==> src/rtl/fvnh_pkg.sv <==
package fvnh_pkg;

    // field widths
    localparam int COORD_W     = 24;
    localparam int HEIGHT_W    = 9;
    localparam int SEED_W      = 32;
    localparam int ZOOM_W      = 10;
    localparam int LATTICE_W   = 32;
    localparam int CFG_INDEX_W = 4;
    localparam int CFG_DATA_W  = 32;

    typedef logic signed [COORD_W-1:0]  coord_t;
    typedef logic signed [HEIGHT_W-1:0] height_t;
    typedef logic [LATTICE_W-1:0]       lattice_t;
    typedef logic [CFG_INDEX_W-1:0]     cfg_index_t;

    // register indexes
    localparam cfg_index_t REG_NOISE_SEED   = 4'd0;
    localparam cfg_index_t REG_ZOOM_DIVISOR = 4'd1;

    localparam logic [SEED_W-1:0] SEED_RESET = 32'd0;
    localparam logic [ZOOM_W-1:0] ZOOM_RESET = 10'd64;

    // lattice hash, kept to the 31 bits that survive the final mask
    localparam int HASH_W     = 31;
    localparam int HASH_SHIFT = 13;
    localparam logic [HASH_W-1:0] HASH_ROW_MUL = 31'd57;
    localparam logic [HASH_W-1:0] HASH_MUL_A   = 31'd60493;
    localparam logic [HASH_W-1:0] HASH_ADD_A   = 31'd19990303;
    localparam logic [HASH_W-1:0] HASH_ADD_B   = 31'd1376312589;
    localparam logic signed [31:0] HASH_ONE    = 32'sh4000_0000;
    localparam int HASH_FRAC   = 30;

    // pipeline depth of one octave unit
    localparam int OCT_LATENCY = 9;

    // height saturation limits
    localparam int HEIGHT_MAX = 255;
    localparam int HEIGHT_MIN = -256;

endpackage

==> src/rtl/fvnh_sum.sv <==
module fvnh_sum #(
    parameter int OCTAVE_COUNT  = 5,
    parameter int FRACTION_BITS = 16,
    parameter int HEIGHT_SPAN   = 64
) (
    input  logic                            clk,
    input  logic                            rst_n,
    input  logic                            in_valid,
    input  logic signed [FRACTION_BITS+1:0] values [OCTAVE_COUNT],
    output logic                            done,
    output fvnh_pkg::height_t               height
);
    import fvnh_pkg::*;

    localparam int NOISE_W  = FRACTION_BITS + 5;
    localparam int SCALED_W = NOISE_W + 9;
    localparam int H_W      = SCALED_W - FRACTION_BITS - 1;
    localparam logic signed [SCALED_W-1:0] BIAS =
        SCALED_W'((64'sd1 << (FRACTION_BITS + 1)) - 64'sd1);

    logic signed [NOISE_W-1:0]  noise_next, noise_reg;
    logic signed [SCALED_W-1:0] scaled_reg, biased;
    logic signed [H_W-1:0]      h;
    height_t                    h_sat, height_reg;
    logic                       v1_reg, v2_reg, done_reg;

    // octave sum with the +1 offset
    always_comb
    begin
        noise_next = NOISE_W'(64'sd1 << FRACTION_BITS);
        for (int k = 0; k < OCTAVE_COUNT; k++)
        begin
            noise_next = noise_next + NOISE_W'(values[k]);
        end
    end

    // divide by 2^(F+1) toward zero and saturate
    always_comb
    begin
        biased = scaled_reg[SCALED_W-1] ? scaled_reg + BIAS : scaled_reg;
        h      = H_W'(biased >>> (FRACTION_BITS + 1));
        if (h > $signed(H_W'(HEIGHT_MAX)))
        begin
            h_sat = height_t'(HEIGHT_MAX);
        end
        else if (h < $signed(H_W'(HEIGHT_MIN)))
        begin
            h_sat = height_t'(HEIGHT_MIN);
        end
        else
        begin
            h_sat = HEIGHT_W'(h);
        end
    end

    always_ff @(posedge clk)
    begin
        noise_reg  <= noise_next;
        scaled_reg <= SCALED_W'(noise_reg) * $signed(SCALED_W'(HEIGHT_SPAN));
        height_reg <= h_sat;
    end

    always_ff @(posedge clk or negedge rst_n)
    begin
        if (!rst_n)
        begin
            v1_reg   <= 1'b0;
            v2_reg   <= 1'b0;
            done_reg <= 1'b0;
        end
        else
        begin
            v1_reg   <= in_valid;
            v2_reg   <= v1_reg;
            done_reg <= v2_reg;
        end
    end

    assign done   = done_reg;
    assign height = height_reg;

endmodule

==> config.mk <==
export PLATFORM = sky130hd
export DESIGN_NAME = fvnh_sum
export DESIGN_NICKNAME = d
export VERILOG_FILES = /design/src/rtl/fvnh_pkg.sv /design/src/rtl/fvnh_sum.sv
export SDC_FILE = /design/constraint.sdc
export NUM_CORES = 1
export LEC_CHECK = 0
export BUFFER_PORTS_ARGS = -buffer_cell sky130_fd_sc_hd__buf_4
export CAP_MARGIN = 20
export CORE_MARGIN = 2
export CORE_UTILIZATION = 54
export CTS_CLUSTER_DIAMETER = 80
export DETAILED_ROUTE_END_ITERATION = 10
export PLACE_DENSITY_LB_ADDON = 0.25
export SLEW_MARGIN = 20
export SYNTH_ARGS = -nofsm -noshare
export SYNTH_HDL_FRONTEND = slang
export SYNTH_SLANG_ARGS = --single-unit
==> constraint.sdc <==
create_clock -name clk -period 2.1 [get_ports clk]
set_input_delay 0.63 -clock clk [delete_from_list [all_inputs] [get_ports clk]]
set_output_delay 0.63 -clock clk [all_outputs]
set_load 0.02 [all_outputs]
Yosys cells after proc, flatten, opt, wreduce, memory -nomap -nowiden
Cells that the tools add are included.

Input port bits: 93. Output and inout port bits: 10. Register bits: 54. Word-level logic and storage cells: 16.

Order comparisons: 2. Mux-type cells: 2. $add $sub $neg: 6.

Operator list (number): adder 21 x 18 -> 21 bit (2); two-way mux 30 bit (1); adder 27 x 18 -> 28 bit, second input constant (1); adder 20 x 18 -> 21 bit (1); adder 19 x 18 -> 20 bit (1); adder 18 x 18 -> 19 bit, first input constant (1); > comparator 13 x 9 -> 1 bit, second input constant (1); less-than comparator 13 x 9 -> 1 bit, second input constant (1); two-way mux 9 bit (1).

Logic depth before layout (Yosys ltp)
Depth in word-level cells: 5. Mapped depth: 16. Gate-level depth less buffers: 16.

Worst setup path after synthesis
OpenSTA, ideal clock, no wires.

Path type: input to register. Start point: input port values[2] in the netlist's numbering. End point: register noise_reg[18]. Library setup time: 0.072 ns. Arrival: 4.092 ns. Path slack: -2.064 ns. Buffers on the path: 0. Stages: 16. Required time: 2.028 ns. Cell sequence: inv_1 > fa_1 > inv_1 > fa_1 > inv_1 > fa_1 > inv_1 > ha_1 > inv_1 > fa_1 > nand2b_1 > a21oi_1 > o221ai_1 > o31a_1 > o31ai_1 > xnor2_1.

Word-level cells in the longest chain between the ends: 1.

RTL lines: start: declaration (line fvnh_sum.sv:9) `input logic signed [FRACTION_BITS+1:0] values [OCTAVE_COUNT],`; adder 21 x 18 -> 21 bit (line fvnh_sum.sv:33) `noise_next = noise_next + NOISE_W'(values[k]);`; via noise_next[18] (line fvnh_sum.sv:21) `logic signed [NOISE_W-1:0] noise_next, noise_reg;`; end signal: assignment (line fvnh_sum.sv:58) `noise_reg <= noise_next;`; end: declaration (line fvnh_sum.sv:21).

The timed path passes the listed nets, and every way through them passes these cells. A chain may end at the register's enable or synchronous reset.

Final worst setup path
Start point: input port values[38] in the netlist's numbering. End point: register noise_reg[18].

Word-level cells in the longest chain between the ends: 3.

RTL lines (line): adder 20 x 18 -> 21 bit (fvnh_sum.sv:33); adder 21 x 18 -> 21 bit (2 in a row) (fvnh_sum.sv:33); via noise_next[18] (fvnh_sum.sv:21).

The timed path passes the listed nets, and every way through them passes these cells.

==> results.ini <==
[timing]
period_share_pct=181
rsz0062_at_grt=yes
relSlewSlack_pct=67.3
fin_crit_ns=3.80
worst_slew_pin_slew_ns=0.490
fmax_ghz=0.263
skew_ns=0.00866
setup_viol=19
setup_tns_ns=-24.67
slew_viol_final=0
hold_viol_final=0
fin_ws_ns=-1.70

[yosys]
synthArstFlopShare_pct=5.56
syn_nets=610
ys.flop_type=dfxtp_1
synthDistinctLibCells=42
yosysTopAreaCellShare_pct=27.6
ys_ff_latch=54
synth_edf_count=0
syn_area_sq_um=4070
yosys_warnings=0
yosys.area.top_type=fa_1
seq_area_frac_synth_pct=27.0
synth.avg_cell_area_sq_um=9.59
synthCells=424
netlist_top_cells_area=fa_1 (28%), dfxtp_1 (25%), inv_1 (13%)
synth_most_common_cell=inv_1
synth_commonest_cells=inv_1 (144), fa_1 (56), dfxtp_1 (51), ha_1 (37), a21oi_1 (23)

[drt]
wl_per_cell_microns=11.7
wl_met2_mm=4.34
avgViaCountPerCell=4.70
first_iter_violations=78
vias=3184
dr.max_layer_used=met4
antenna_left=0
met3WireLength_microns=328
wl_mm=7.89
remaining_drc_errors=0
dr.pass1.iters=5
met1Wirelength_mm=3.02

[floorplanning]
dieArea_sq_um=8240
die_w_microns=90.8
initial_core_util_pct=56.1
core-area_sq_um=7250
io_pins=103
num_rows=31
die_h_microns=90.8

[worst_setup_path]
start_kind=primary input
crit_slowest_cell=fa_1
path_max_fanout=3
endpoint_kind=register
max_stage_delay_ns=0.52
cp_cell_sequence=buf_8 > inv_8 > fa_1 > inv_1 > fa_1 > inv_2 > fa_1 > inv_2 > ha_4 > inv_2 > fa_2 > nand2b_4 > a21oi_4 > o221ai_2 > o31a_1 > o31ai_2 > xnor2_1
critPathTopFamily=adder cells
cp.arrival_ns=4.03
path_class=primary input to register
crit_required_ns=2.32
cp_num_buf_inv=6

[flow_run]
maxCapViolCount=0

[clock_tree]
clock_path_buffers=2
cts_tree=yes
numCtsBuffers=5
clock_sinks=54
cts_root_buf=clkbuf_8
clkTransAtPathRegs_ns=0.09
htree_levels=2
clock_latency_ns=0.30

[cells_and_area]
nets=763
antenna-diode-count=0
fin_util_pct=79.1
drive_gt1_share_pct=38.1
num-fill-cells=463
area_growth_pct=41.1

[global_route]
grt_pass1_wl_mm=13.1
antenna_found_initial=0
grt_use_total_pct=18.8
grt_remaining_overflow=0
grt_pass1_vias=3361
grt_max_degree=18

[power]
seqPwrFrac_pct=24.1
power.leakage_nw=3.03
p_clk_share_pct=7.7
peakVddDrop_mv=0.536
pwr-share-comb_pct=68.3
internal_power_mw=4.52
switchingPower_mw=3.07
swShare_pct=40.5
power_density_nw_per_um2=1320

[placed_design]
dp_hpwl_mm=6.08
dpl_worst_slack_ns=-2.08
gp_congestion=0.843
io_buffers=102

[min_path]
hold_class=primary input to asynchronous set/reset pin

[status]
violations=negative setup slack
status=complete, but fails checks

## final cells by class
class,count,area (sq um),area share (%)
clock inverters,2,16.3,0.284
repair buffers,149,1180,20.6
well taps,99,124,2.16
clock buffers,6,82.6,1.44
inverters,144,581,10.1
multi-input cells,223,2660,46.3
flip-flops and latches,54,1100,19.1
## worst register-to-register path: cells and delay by family, from the launching register on
family,cells,cell delay [ns]
AND/OR/NAND/NOR,3,0.86
flip-flops,1,0.31
AO/OA/AOI/OAI,3,0.53
## final timing paths
check,depth (start not counted),start,endpoint,slack [ns]
min,1,rst_n,done,0.11
min in group clk,0,noise_reg[18],scaled_reg[24],0.33
max,17,values[38],noise_reg[18],-1.70
max reg2reg,6,scaled_reg[12],height[7],0.28
min reg2reg,0,noise_reg[18],scaled_reg[24],0.33
max in group asynchronous,1,rst_n,v2_reg,1.90
## power groups by stage
stage | clock (mW) | sequential (mW) | combinational, mW
floorplan | 0 | 1.88 | 3.03
global placement | 0 | 1.83 | 4.33
detailed placement | 0 | 1.85 | 4.50
CTS | 0.585 | 1.83 | 4.78
global route | 0.626 | 1.89 | 5.69
finish | 0.581 | 1.83 | 5.18
## layout by cell type, fill, tap and decap left out, types with 5 or more instances in the layout
cell / Yosys / final
inv_8: 0 / 5
nand2b_1: 6 / 5
dfxtp_1: 51 / 51
clkbuf_8: 0 / 6
ha_1: 37 / 30
xnor2_1: 13 / 13
a21oi_1: 23 / 17
buf_6: 1 / 9
nand2_1: 15 / 15
buf_4: 0 / 136
inv_1: 144 / 118
fa_1: 56 / 52
ha_4: 0 / 7
nor2_1: 9 / 7
a21o_1: 8 / 8
inv_2: 0 / 20
## metrics by stage
stage                     instances  hold slack, ns  instance area [sq um]  total power, mW
after floorplan                 424           0.310                   4270             4.91
after global placement          661           0.312                   5430             6.15
after detailed placement        661           0.312                   5430             6.35
after CTS                       674           0.101                   5650             7.19
after global routing            677          0.0946                   5740             8.21
final                           677           0.107                   5740             7.59
## layer usage
metal	up-vias	track usage (%)
met2	98	36.3
li1	1587	-
met3	17	2.67
met5	-	0
met1	1482	21.8
met4	0	4.80
## cell families (layout without fill, tap and decap cells)
logic type | Yosys count | in the layout | synth area share [%]
DFF | 54 | 54 | 27.0
adders and majority gates | 93 | 93 | 39.0
buffers and inverters | 147 | 301 | 13.8
and+or+nand+nor | 50 | 50 | 6.18
xor gates and xnor gates | 17 | 17 | 3.66
AOI/OAI and AO/OA | 63 | 63 | 10.5
## repair_timing
item | 4_1_cts | 5_1_grt
setup endpoints to repair | 19 | 19
gates resized for setup | 24 | 23
hold endpoints to repair | 0 | 0
buffers inserted | 5 | 4
pin swaps | 24 | 15
hold buffers | 0 | 0
No activity file was read; power rests on OpenSTA's default activity.
